`src/rtl/hrrn_pkg.sv`:
```
// Shared types and constants of the response-ratio batch scheduler.
// No dependencies; hrrn_div and the core refer to it by scoped names.
`default_nettype none

package hrrn_pkg;

   localparam int MAX_PROCS_DEF = 16;
   localparam int ARR_W         = 16;
   localparam int BUR_W         = 16;
   localparam int TIME_W        = 21;
   localparam int NORM_W        = 29;
   localparam int FRAC_W        = 8;
   localparam int IDX_OUT_W     = 4;

   typedef struct packed {
      logic [ARR_W-1:0] arrival_time;
      logic [BUR_W-1:0] burst_time;
      logic             last_job;
   } req_type;

   typedef struct packed {
      logic [IDX_OUT_W-1:0] job_index;
      logic [TIME_W-1:0]    wait_time;
      logic [TIME_W-1:0]    turnaround_time;
      logic [NORM_W-1:0]    normalized_turnaround;
      logic                 last_result;
   } rsp_type;

   // completed job handed to the divider
   typedef struct packed {
      logic [IDX_OUT_W-1:0] job_index;
      logic [TIME_W-1:0]    wait_time;
      logic [TIME_W-1:0]    turnaround_time;
      logic [BUR_W-1:0]     burst_time;
      logic                 last_result;
   } div_req_type;

endpackage

`default_nettype wire

```
`src/rtl/hrrn_ram.sv`:
```
// Generic single-port-write, single-port-read RAM with registered read data.
// No dependencies.
`default_nettype none

module hrrn_ram #(
   parameter int WIDTH = 32,
   parameter int DEPTH = 16
) (
   input  wire logic                     clock,
   input  wire logic                     wr_en,
   input  wire logic [$clog2(DEPTH)-1:0] wr_addr,
   input  wire logic [WIDTH-1:0]         wr_data,
   input  wire logic [$clog2(DEPTH)-1:0] rd_addr,
   output      logic [WIDTH-1:0]         rd_data
);

   logic [WIDTH-1:0] mem_ff [DEPTH];
   logic [WIDTH-1:0] rd_data_ff;

   always_ff @(posedge clock) begin
      if (wr_en) begin
         mem_ff[wr_addr] <= wr_data;
      end
      rd_data_ff <= mem_ff[rd_addr];
   end

   assign rd_data = rd_data_ff;

endmodule

`default_nettype wire

```
`src/rtl/hrrn_div.sv`:
```
// Restoring divider for the normalized turnaround, one quotient bit per cycle,
// and the result register of the block. Depends on hrrn_pkg.
`default_nettype none

module hrrn_div (
   input  wire logic                 clock,
   input  wire logic                 reset,
   input  wire logic                 start,
   input  wire hrrn_pkg::div_req_type req,
   output      logic                 busy,
   output      logic                 rsp_strobe,
   output      hrrn_pkg::rsp_type    rsp
);

   localparam int NW = hrrn_pkg::NORM_W;
   localparam int BW = hrrn_pkg::BUR_W;
   localparam int CNT_W = $clog2(NW + 1);

   logic                  busy_ff, busy_in;
   logic                  strobe_ff, strobe_in;
   logic [CNT_W-1:0]      cnt_ff, cnt_in;
   logic [NW-1:0]         quo_ff, quo_in;
   logic [BW-1:0]         rem_ff, rem_in;
   hrrn_pkg::div_req_type job_ff, job_in;

   logic [BW:0] trial;
   logic        ge;

   assign trial = {rem_ff, quo_ff[NW-1]};
   assign ge    = trial >= {1'b0, job_ff.burst_time};

   always_comb begin
      busy_in   = busy_ff;
      strobe_in = 1'b0;
      cnt_in    = cnt_ff;
      quo_in    = quo_ff;
      rem_in    = rem_ff;
      job_in    = job_ff;
      if (start) begin
         busy_in = 1'b1;
         cnt_in  = CNT_W'(NW);
         // dividend is turnaround scaled by the fraction bits
         quo_in  = {req.turnaround_time, hrrn_pkg::FRAC_W'(0)};
         rem_in  = '0;
         job_in  = req;
      end else if (busy_ff) begin
         rem_in = ge ? BW'(trial - {1'b0, job_ff.burst_time}) : trial[BW-1:0];
         quo_in = {quo_ff[NW-2:0], ge};
         cnt_in = cnt_ff - CNT_W'(1);
         if (cnt_ff == CNT_W'(1)) begin
            busy_in   = 1'b0;
            strobe_in = 1'b1;
         end
      end
   end

   always_ff @(posedge clock) begin
      if (reset) begin
         busy_ff   <= 1'b0;
         strobe_ff <= 1'b0;
         cnt_ff    <= '0;
      end else begin
         busy_ff   <= busy_in;
         strobe_ff <= strobe_in;
         cnt_ff    <= cnt_in;
      end
      quo_ff <= quo_in;
      rem_ff <= rem_in;
      job_ff <= job_in;
   end

   assign busy       = busy_ff;
   assign rsp_strobe = strobe_ff;

   always_comb begin
      rsp.job_index             = job_ff.job_index;
      rsp.wait_time             = job_ff.wait_time;
      rsp.turnaround_time       = job_ff.turnaround_time;
      rsp.normalized_turnaround = quo_ff;
      rsp.last_result           = job_ff.last_result;
   end

`ifndef SYNTHESIS
   a_start_idle: assert property (@(posedge clock) disable iff (reset)
      start |-> !busy_ff)
      else $error("divider started while busy");
   a_strobe_single: assert property (@(posedge clock) disable iff (reset)
      strobe_ff |=> !strobe_ff)
      else $error("two result beats in a row from divider");
`endif

endmodule

`default_nettype wire

```
`src/rtl/hrrn_batch_scheduler_core.sv`:
```
// Top level of the response-ratio batch scheduler: loader, scan sequencer and
// pick logic around the job RAM. Depends on hrrn_pkg, hrrn_ram and hrrn_div.
//
// Usage:
//   A job is taken on a rising edge with start high and busy low; req_data
//   carries arrival time, burst time and the last_job mark. Jobs load one per
//   cycle into the job RAM; a job beyond MAX_PROCS is dropped. The beat that
//   carries last_job starts the pass, and busy stays high up to the cycle that
//   carries the final result beat; a new job may be taken in that cycle.
//   Each completed job gives one beat on rsp_data, marked by rsp_strobe for
//   exactly one cycle, in completion order. The receiver cannot stall.
//   Sequence: each loaded job is written to the job RAM, then S_ISSUE issues the
//   first read. Each pick scans all n stored entries through the RAM read port,
//   with an extra S_CMP step for every arrived entry that is cross-multiplied
//   against the held best, then S_DECIDE and S_FIN close the pick; an idle gap,
//   including a first scan at time zero, adds an S_DECIDE step and one more scan.
//   The bit-serial divider for the 29-bit normalized turnaround runs alongside
//   the next scan, so a pick waits only while the previous division is running.
//   Synchronous reset clears the job count, done flags, time and all control;
//   the RAM contents are not cleared and need no sweep.
`default_nettype none

module hrrn_batch_scheduler_core #(
   parameter int MAX_PROCS = hrrn_pkg::MAX_PROCS_DEF
) (
   input  wire logic              clock,
   input  wire logic              reset,
   input  wire logic              start,
   input  wire hrrn_pkg::req_type req_data,
   output      logic              busy,
   output      logic              rsp_strobe,
   output      hrrn_pkg::rsp_type rsp_data
);

   localparam int IW     = $clog2(MAX_PROCS);
   localparam int CW     = $clog2(MAX_PROCS + 1);
   localparam int AW     = hrrn_pkg::ARR_W;
   localparam int BW     = hrrn_pkg::BUR_W;
   localparam int TW     = hrrn_pkg::TIME_W;
   localparam int RA_W   = TW + 1;
   localparam int PROD_W = RA_W + BW;
   localparam int WORD_W = AW + BW;

   localparam logic [2:0] S_IDLE   = 3'd0;
   localparam logic [2:0] S_ISSUE  = 3'd1;
   localparam logic [2:0] S_EVAL   = 3'd2;
   localparam logic [2:0] S_CMP    = 3'd3;
   localparam logic [2:0] S_DECIDE = 3'd4;
   localparam logic [2:0] S_FIN    = 3'd5;

   logic [2:0]           state_ff, state_in;
   logic [CW-1:0]        job_count_ff, job_count_in;
   logic [CW-1:0]        pick_cnt_ff, pick_cnt_in;
   logic [TW-1:0]        ct_ff, ct_in;
   logic [IW-1:0]        scan_idx_ff, scan_idx_in;
   logic [MAX_PROCS-1:0] done_ff, done_in;
   logic                 have_best_ff, have_best_in;
   logic [IW-1:0]        best_idx_ff, best_idx_in;
   logic [AW-1:0]        best_arr_ff, best_arr_in;
   logic [BW-1:0]        best_bur_ff, best_bur_in;
   logic [RA_W-1:0]      best_ra_ff, best_ra_in;
   logic [AW-1:0]        min_arr_ff, min_arr_in;
   logic [PROD_W-1:0]    prod_l_ff, prod_l_in;
   logic [PROD_W-1:0]    prod_r_ff, prod_r_in;

   logic                  ram_wr_en;
   logic [WORD_W-1:0]     ram_wr_data;
   logic [WORD_W-1:0]     ram_rd_data;
   logic [AW-1:0]         rd_arr;
   logic [BW-1:0]         rd_bur;
   logic [RA_W-1:0]       cur_ra;
   logic                  not_done;
   logic                  eligible;
   logic                  scan_last;
   logic                  room;
   logic                  take;
   logic [TW:0]           ct_sum;
   logic [TW-1:0]         tt_c;
   logic [TW-1:0]         wt_c;
   logic                  div_start;
   logic                  div_busy;
   hrrn_pkg::div_req_type div_req;

   assign rd_arr    = ram_rd_data[WORD_W-1:BW];
   assign rd_bur    = ram_rd_data[BW-1:0];
   assign cur_ra    = RA_W'(ct_ff) - RA_W'(rd_arr) + RA_W'(rd_bur);
   assign not_done  = !done_ff[scan_idx_ff];
   assign eligible  = not_done && (TW'(rd_arr) <= ct_ff);
   assign scan_last = CW'(scan_idx_ff) == (job_count_ff - CW'(1));
   assign room      = job_count_ff < CW'(MAX_PROCS);
   assign take      = (prod_l_ff > prod_r_ff)
                      || ((prod_l_ff == prod_r_ff) && (rd_arr < best_arr_ff));
   assign ct_sum    = (TW + 1)'(ct_ff) + (TW + 1)'(best_bur_ff);
   assign tt_c      = ct_ff - TW'(best_arr_ff);
   assign wt_c      = (tt_c >= TW'(best_bur_ff)) ? (tt_c - TW'(best_bur_ff)) : '0;

   assign ram_wr_en   = (state_ff == S_IDLE) && start && !div_busy && room;
   assign ram_wr_data = {req_data.arrival_time,
                         (req_data.burst_time == '0) ? BW'(1) : req_data.burst_time};

   always_comb begin
      div_req.job_index       = hrrn_pkg::IDX_OUT_W'(best_idx_ff);
      div_req.wait_time       = wt_c;
      div_req.turnaround_time = tt_c;
      div_req.burst_time      = best_bur_ff;
      div_req.last_result     = pick_cnt_ff == job_count_ff;
   end

   always_comb begin
      state_in     = state_ff;
      job_count_in = job_count_ff;
      pick_cnt_in  = pick_cnt_ff;
      ct_in        = ct_ff;
      scan_idx_in  = scan_idx_ff;
      done_in      = done_ff;
      have_best_in = have_best_ff;
      best_idx_in  = best_idx_ff;
      best_arr_in  = best_arr_ff;
      best_bur_in  = best_bur_ff;
      best_ra_in   = best_ra_ff;
      min_arr_in   = min_arr_ff;
      prod_l_in    = prod_l_ff;
      prod_r_in    = prod_r_ff;
      div_start    = 1'b0;
      case (state_ff)
         S_IDLE: begin
            scan_idx_in = '0;
            if (start && !div_busy) begin
               if (room) begin
                  job_count_in = job_count_ff + CW'(1);
               end
               if (req_data.last_job) begin
                  have_best_in = 1'b0;
                  min_arr_in   = '1;
                  state_in     = S_ISSUE;
               end
            end
         end
         S_ISSUE: begin
            // read entry zero once the last write has landed
            scan_idx_in = '0;
            state_in    = S_EVAL;
         end
         S_EVAL: begin
            if (not_done && (rd_arr < min_arr_ff)) begin
               min_arr_in = rd_arr;
            end
            if (eligible && have_best_ff) begin
               prod_l_in = PROD_W'(cur_ra) * PROD_W'(best_bur_ff);
               prod_r_in = PROD_W'(best_ra_ff) * PROD_W'(rd_bur);
               state_in  = S_CMP;
            end else begin
               if (eligible) begin
                  have_best_in = 1'b1;
                  best_idx_in  = scan_idx_ff;
                  best_arr_in  = rd_arr;
                  best_bur_in  = rd_bur;
                  best_ra_in   = cur_ra;
               end
               if (scan_last) begin
                  scan_idx_in = '0;
                  state_in    = S_DECIDE;
               end else begin
                  scan_idx_in = scan_idx_ff + IW'(1);
               end
            end
         end
         S_CMP: begin
            if (take) begin
               best_idx_in = scan_idx_ff;
               best_arr_in = rd_arr;
               best_bur_in = rd_bur;
               best_ra_in  = cur_ra;
            end
            if (scan_last) begin
               scan_idx_in = '0;
               state_in    = S_DECIDE;
            end else begin
               scan_idx_in = scan_idx_ff + IW'(1);
               state_in    = S_EVAL;
            end
         end
         S_DECIDE: begin
            scan_idx_in = '0;
            if (!have_best_ff) begin
               // nothing has arrived: jump to the earliest pending arrival, rescan
               ct_in        = TW'(min_arr_ff);
               min_arr_in   = '1;
               state_in     = S_EVAL;
            end else begin
               ct_in               = ct_sum[TW] ? '1 : ct_sum[TW-1:0];
               done_in[best_idx_ff] = 1'b1;
               pick_cnt_in         = pick_cnt_ff + CW'(1);
               state_in            = S_FIN;
            end
         end
         S_FIN: begin
            scan_idx_in = '0;
            // hold until the divider can take this job
            if (!div_busy) begin
               div_start    = 1'b1;
               have_best_in = 1'b0;
               min_arr_in   = '1;
               if (pick_cnt_ff == job_count_ff) begin
                  job_count_in = '0;
                  pick_cnt_in  = '0;
                  ct_in        = '0;
                  done_in      = '0;
                  state_in     = S_IDLE;
               end else begin
                  state_in = S_EVAL;
               end
            end
         end
         default: begin
            state_in = S_IDLE;
         end
      endcase
   end

   always_ff @(posedge clock) begin
      if (reset) begin
         state_ff     <= S_IDLE;
         job_count_ff <= '0;
         pick_cnt_ff  <= '0;
         ct_ff        <= '0;
         scan_idx_ff  <= '0;
         done_ff      <= '0;
         have_best_ff <= 1'b0;
      end else begin
         state_ff     <= state_in;
         job_count_ff <= job_count_in;
         pick_cnt_ff  <= pick_cnt_in;
         ct_ff        <= ct_in;
         scan_idx_ff  <= scan_idx_in;
         done_ff      <= done_in;
         have_best_ff <= have_best_in;
      end
      best_idx_ff <= best_idx_in;
      best_arr_ff <= best_arr_in;
      best_bur_ff <= best_bur_in;
      best_ra_ff  <= best_ra_in;
      min_arr_ff  <= min_arr_in;
      prod_l_ff   <= prod_l_in;
      prod_r_ff   <= prod_r_in;
   end

   hrrn_ram #(
      .WIDTH (WORD_W),
      .DEPTH (MAX_PROCS)
   ) u_job_ram (
      .clock   (clock),
      .wr_en   (ram_wr_en),
      .wr_addr (job_count_ff[IW-1:0]),
      .wr_data (ram_wr_data),
      .rd_addr (scan_idx_in),
      .rd_data (ram_rd_data)
   );

   hrrn_div u_div (
      .clock      (clock),
      .reset      (reset),
      .start      (div_start),
      .req        (div_req),
      .busy       (div_busy),
      .rsp_strobe (rsp_strobe),
      .rsp        (rsp_data)
   );

   assign busy = (state_ff != S_IDLE) || div_busy;

`ifndef SYNTHESIS
   a_pass_has_jobs: assert property (@(posedge clock) disable iff (reset)
      (state_ff != S_IDLE) |-> (job_count_ff != '0))
      else $error("scheduling pass running with no stored jobs");
   a_picks_bounded: assert property (@(posedge clock) disable iff (reset)
      pick_cnt_ff <= job_count_ff)
      else $error("more picks than stored jobs");
   a_pick_not_done: assert property (@(posedge clock) disable iff (reset)
      ((state_ff == S_DECIDE) && have_best_ff) |-> !done_ff[best_idx_ff])
      else $error("picked a job that already completed");
   a_fin_marks_done: assert property (@(posedge clock) disable iff (reset)
      (state_ff == S_FIN) |-> (done_ff[best_idx_ff] || (state_in == S_IDLE)))
      else $error("closing a pick whose done flag is not set");
`endif

endmodule

`default_nettype wire
```
`config.mk`:
```
export PLATFORM = sky130hd
export DESIGN_NAME = hrrn_batch_scheduler_core
export DESIGN_NICKNAME = d
export VERILOG_FILES = /design/src/rtl/hrrn_pkg.sv /design/src/rtl/hrrn_ram.sv /design/src/rtl/hrrn_div.sv /design/src/rtl/hrrn_batch_scheduler_core.sv
export SDC_FILE = /design/constraint.sdc
export NUM_CORES = 2
export LEC_CHECK = 0
export BUFFER_PORTS_ARGS = -buffer_cell sky130_fd_sc_hd__buf_2
export CORE_MARGIN = 2
export CORE_UTILIZATION = 58
export DETAILED_ROUTE_END_ITERATION = 7
export PLACE_DENSITY = 0.77
export SETUP_SLACK_MARGIN = 0.15
export SLEW_MARGIN = 20
export SYNTH_ARGS = -nofsm -noshare
export SYNTH_HDL_FRONTEND = slang
export SYNTH_SLANG_ARGS = --single-unit
```
`constraint.sdc`:
```
create_clock -name clock -period 10.3 [get_ports clock]
set_clock_uncertainty 0.1 [all_clocks]
set_input_delay 2.06 -clock clock [delete_from_list [all_inputs] [get_ports clock]]
set_output_delay 2.06 -clock clock [all_outputs]
set_load 0.05 [all_outputs]
```
# Yosys cells after proc, flatten, opt, wreduce, memory -nomap -nowiden
# Memory sizes are Yosys's and may differ from the RTL's. A register that Yosys moved wholly into a read port is not among the register bits.
# Index checks and enable logic that the tools add are counted.
[totals]
wordCells = 180
ramBits = 512
inputBits = 36
regBits = 320
mem_count = 1
[mem_list]
columns = ["name", "words", "width", "read_ports", "rd_ports_with_merged_regs", "wr", "line_no", "rtl"]
rows = [
  ["u_job_ram.mem_ff", 16, 32, 1, 1, 1, "hrrn_ram.sv:17", "logic [WIDTH-1:0] mem_ff [DEPTH];"],
]
[classes]
bitwise_logic = 2
muxes = 74
order_cmp = 10
mul = 2
eq_ne = 21
n_addsub = 11
n_reduce_logical = 33
[ops]
columns = ["op", "n"]
rows = [
  ["$mux W16", 16],
  ["$pmux W16 S2", 3],
  ["$mux W21", 4],
  ["$mul A22 B16 Y38", 2],
  ["$mux W22", 3],
  ["$pmux W16 S4", 1],
  ["$mux W29", 2],
  ["$pmux W22 S2", 1],
  ["$pmux W21 S2", 1],
  ["$sub A21 B16 Y21", 2],
  ["$eq A38 B38 Y1", 1],
  ["$gt A38 B38 Y1", 1],
  ["$mux W5", 7],
  ["$lt A16 B16 Y1", 2],
  ["$add A21 B16 Y22", 1],
  ["$add A22 B16 Y22", 1],
  ["$sub A21 B16 Y22", 1],
  ["$ge A21 B16 Y1", 1],
  ["$le A16 B21 Y1", 1],
  ["$mux W3", 7],
  ["$mux W4", 5],
  ["$pmux W5 S2", 2],
  ["$ne A2 B2 Y1 const B", 9],
  ["$pmux W3 S6", 1],
  ["other kinds (41)", 78],
]

# Longest topological paths before layout
[depth]
depth_word = 7
ltp_mapped = 38
mapped_depth_nobuf = 37

# Cells and area by module
# A second synthesis with hierarchy kept.
[hier_totals]
cells_unflattened = 5238
area_unflattened_um2 = 61134.9
[by_module_without_submodules]
columns = ["mod", "area_each_um2", "cells_per_inst", "instances"]
rows = [
  ["hrrn_batch_scheduler_core", 35998.3, 3968, 1],
  ["hrrn_ram", 19835.3, 838, 1],
  ["hrrn_div", 5301.3, 432, 1],
]

# Least setup slack after synthesis
# OpenSTA, ideal clock, no wires.
[synth_timing]
path_type = "register to register"
from = "register u_job_ram.rd_data_ff[0] (netlist: u_job_ram.rd_data[0]) (read register of u_job_ram.mem_ff)"
to = "register prod_l_ff[36] (data pin)"
required_time_ps = 9919
t_arrival_ps = 9269
slack_ps = 650
synth_period_minus_slack_ps = 9650
path_stages_with_launch = 37
setup_time_ps = 281
cell_sequence = "dfxtp_1 clkbuf_1 inv_1 ha_1 inv_1 ha_1 fa_1 a21o_1 a21oi_1 o21bai_1 a21o_1 a21oi_1 o21ai_0 a211o_1 a2111o_1 o311ai_0 clkbuf_1 nand2_1 fa_1 fa_1 inv_1 fa_1 inv_1 fa_1 fa_1 fa_1 inv_1 ha_1 a21o_1 a21o_1 a21oi_1 o2111ai_1 a41o_1 a311o_1 a41o_1 a21oi_1 o311ai_0"
[synth_via]
elab_chain_cells = 2
[synth_lines]
columns = ["item", "line_no", "rtl"]
rows = [
  ["start: declaration", "hrrn_ram.sv:18", "logic [WIDTH-1:0] rd_data_ff;"],
  ["$add A22 B16 Y22", "hrrn_batch_scheduler_core.sv:86", "assign cur_ra = RA_W'(ct_ff) - RA_W'(rd_arr) + RA_W'(rd_bur);"],
  ["$mul A22 B16 Y38", "hrrn_batch_scheduler_core.sv:149", "prod_l_in = PROD_W'(cur_ra) * PROD_W'(best_bur_ff);"],
  ["end signal: assignment", "hrrn_batch_scheduler_core.sv:244", "prod_l_ff <= prod_l_in;"],
  ["end: declaration", "hrrn_batch_scheduler_core.sv:63", "logic [PROD_W-1:0] prod_l_ff, prod_l_in;"],
]
# Every way passes these cells.
# A chain may end at the register's enable or synchronous reset.

# Worst setup path in the final report
[layout_timing]
from = "register ct_ff[1]"
to = "register prod_l_ff[36] (data pin)"
[layout_via]
elab_chain_cells = 3
[layout_lines]
columns = ["item", "line_no", "rtl"]
rows = [
  ["start: declaration", "hrrn_batch_scheduler_core.sv:54", "logic [TW-1:0] ct_ff, ct_in;"],
  ["start signal: assignment", "hrrn_batch_scheduler_core.sv:234", "ct_ff <= ct_in;"],
  ["$sub A21 B16 Y22", "hrrn_batch_scheduler_core.sv:86", ""],
  ["$add A22 B16 Y22", "hrrn_batch_scheduler_core.sv:86", ""],
  ["$mul A22 B16 Y38", "hrrn_batch_scheduler_core.sv:149", ""],
]
# Every way passes these cells.

==> out/metrics.yaml <==
worst_setup_path:
  crit_path_max_fanout: 6
  endpoint_kind: "register"
  cpPeakStageDelay_ps: 550
  crit_type: "register to register"
  cp_slowest_cell: "fa_1"
  critPathLaunch: "ct_ff[1]"
  cp.required_ps: 10580
  timing.rr.start: "ct_ff[1]"
  start_kind: "register"
  worstPathArrival_ps: 9970
  crit_top_cell: "fa_1"
synthesis:
  synthCells: 5191
  synth_area_um2: 60700
  async_flop_share: 0
  synth_area_leaders: "edfxtp_1 37%, fa_1 19%, ha_1 8.4%"
  ys_seq_elements: 864
  synth_ff_type: "edfxtp_1"
  synth_edf_count: 746
  seq_area_frac_synth: 0.408
  syn_nets: 6209
  synth_area_leader_cell: "edfxtp_1"
  syn_avg_cell_area_um2: 11.7
  yosysTopAreaCellShare: 0.369
  synthTopCellsByCount: "807 x inv_1, 746 x edfxtp_1, 628 x nand2_1"
  synth_warnings: 0
  synth_cell_type_count: 80
  synth.most_common_cell: "inv_1"
placed_design:
  dp_cells: 6531
  placed_area_um2: 62800
  portBuffers: 113
  place_hpwl_um: 103000
  place.gp.congestion: 0.936
drt:
  firstDrtPassIters: 6
  met2_length_um: 75600
  wl_met3_um: 12200
  ant_nets: 0
  highest_layer: "met5"
  wl_um: 153000
  via_count: 40200
  avgViaCountPerCell: 6.01
  routedWlPerCell_um: 22.9
  drt-met1-wl_um: 58400
  drt_iter0_markers: 3858
  drt_drc_violations_left: 0
sta:
  final_max_slew_viol_count: 0
  slew_headroom: 0.304
  finalSetupTns_ps: 0
  hold_viol_final: 0
  final.min_clock_period_ps: 9700
  max_freq_mhz: 103
  setup_viol: 0
  rsz0062_at_grt: "no"
  timing.final.crit_share: 0.941
  max_slew.worst_pin.slew_ps: 1040
clock_tree:
  cts_made_buffers: 82
  clk_latency_ps: 680
  cts_root_buf: "clkbuf_16"
  h-tree-depth: 3
  clk_pin_slew_worst_paths_ps: 60
  ctsHoldBuffers: 0
  clock_path_buffers: 3
  cts_setup_buffers: 0
  cts_tree: "done"
  clock_sinks: 864
floorplanning:
  rows: 118
  io-pin-count: 114
  die_area_um2: 107000
  start_util: 0.586
  die_width_um: 328
  die_height_um: 328
  placeableCoreArea_um2: 104000
final_layout:
  seqCellArea_um2: 24800
  multiInputGateArea_um2: 31900
  area_growth_syn_to_layout_pct: 7.89
  finalInstanceArea_um2: 65500
  finalNonFillerCells: 6689
  final_layout_size_suffix_gt1_frac: 0.0995
  n_fill_cell: 7797
  fin_nets: 6253
global_routing:
  grt_pass1_vias: 41600
  antenna_found_initial: 8
  grt_pass1_wl_um: 238000
  groute.usage.overall: 0.291
  grt_start_max_net_pins: 89
  grt-ovfl-total: 0
flow_run:
  drv_cap: 0
min_path:
  hold_path_class: "register to register"
  hp-start: "done_ff[4]"
status:
  status: "finished, final reports clean"
cells in the final DEF (no fill, tap or decap), drive strengths merged, types with 103 or more instances in the layout:
master  Yosys  layout
nand2     629     629
inv       807     811
fa        576     576
dfxtp     118     118
ha        406     406
mux4      130     130
edfxtp    746     746
clkbuf    168     103
nor2      171     171
a21oi     188     188
and2      260     260
buf        87     215
final cells by class:
class / instances / share of cell area
timing repair buffer: 215 / 0.0206
multi-input combinational: 3264 / 0.488
antenna: 4 / 0.000153
inverter: 808 / 0.0463
clock inverter: 51 / 0.00781
tap: 1380 / 0.0264
clock buffer: 103 / 0.0328
sequential: 864 / 0.378
final timing paths:
path         slack, ps            end  cells past startpoint
max reg2reg        600  prod_l_ff[36]                     33
min reg2reg        360     done_ff[4]                      2
max                600  prod_l_ff[36]                     33
min                360     done_ff[4]                      2
critical path: cells and delay by family, from the launching register on:
kind / cells / cell delay [ps]
adder cells (fa/ha/maj): 9 / 4360
AO/OA/AOI/OAI: 18 / 4100
AND/OR/NAND/NOR: 1 / 140
buffers and inverters: 5 / 320
flip-flops: 1 / 380
cell families (layout without fill, tap and decap cells):
group | count (synthesis) | count (layout) | share of synthesized area
muxes | 144 | 144 | 0.0507
buffers and inverters | 1063 | 1177 | 0.0704
DFF | 864 | 864 | 0.408
adders and majority gates | 982 | 982 | 0.274
other | 0 | 4 | 0
and+or+nand+nor | 1325 | 1325 | 0.103
xor gates and xnor gates | 145 | 145 | 0.0209
AOI/OAI and AO/OA | 668 | 668 | 0.0736
sequential cells by signal, indices dropped and copies added, names as in the netlist, 21 cells and up:
signal and flops:
ct_ff 21, u_div.quo_ff 29, best_ra_ff 22, u_job_ram.mem_ff 512, prod_l_ff 38, u_job_ram.rd_data 32, prod_r_ff 38, u_div.rsp 47
stage by stage:
stage	setup WS, ps	utilization	hold slack (ps)
global route	219	0.632	381
detailed placement	340	0.606	354
floorplan	650	-	326
global placement	500	0.605	341
CTS	358	0.631	367
finish	603	0.632	365
layer usage:
| layer | vias to the layer above | global-route usage |
|---|---|---|
| met2 | 1871 | 0.490 |
| met5 | - | 0 |
| met4 | 6 | 0.122 |
| met3 | 426 | 0.0473 |
| li1 | 17600 | - |
| met1 | 20300 | 0.376 |
timing repair:
item / in CTS / in global routing
resized for setup: 0 / 9
endpoints found under the setup margin: 0 / 6
endpoints found under the hold margin: 0 / 0
Power is left out: the tool's default activity adds up to more than one toggle a clock period on the data nets, which glitch-free logic cannot reach.
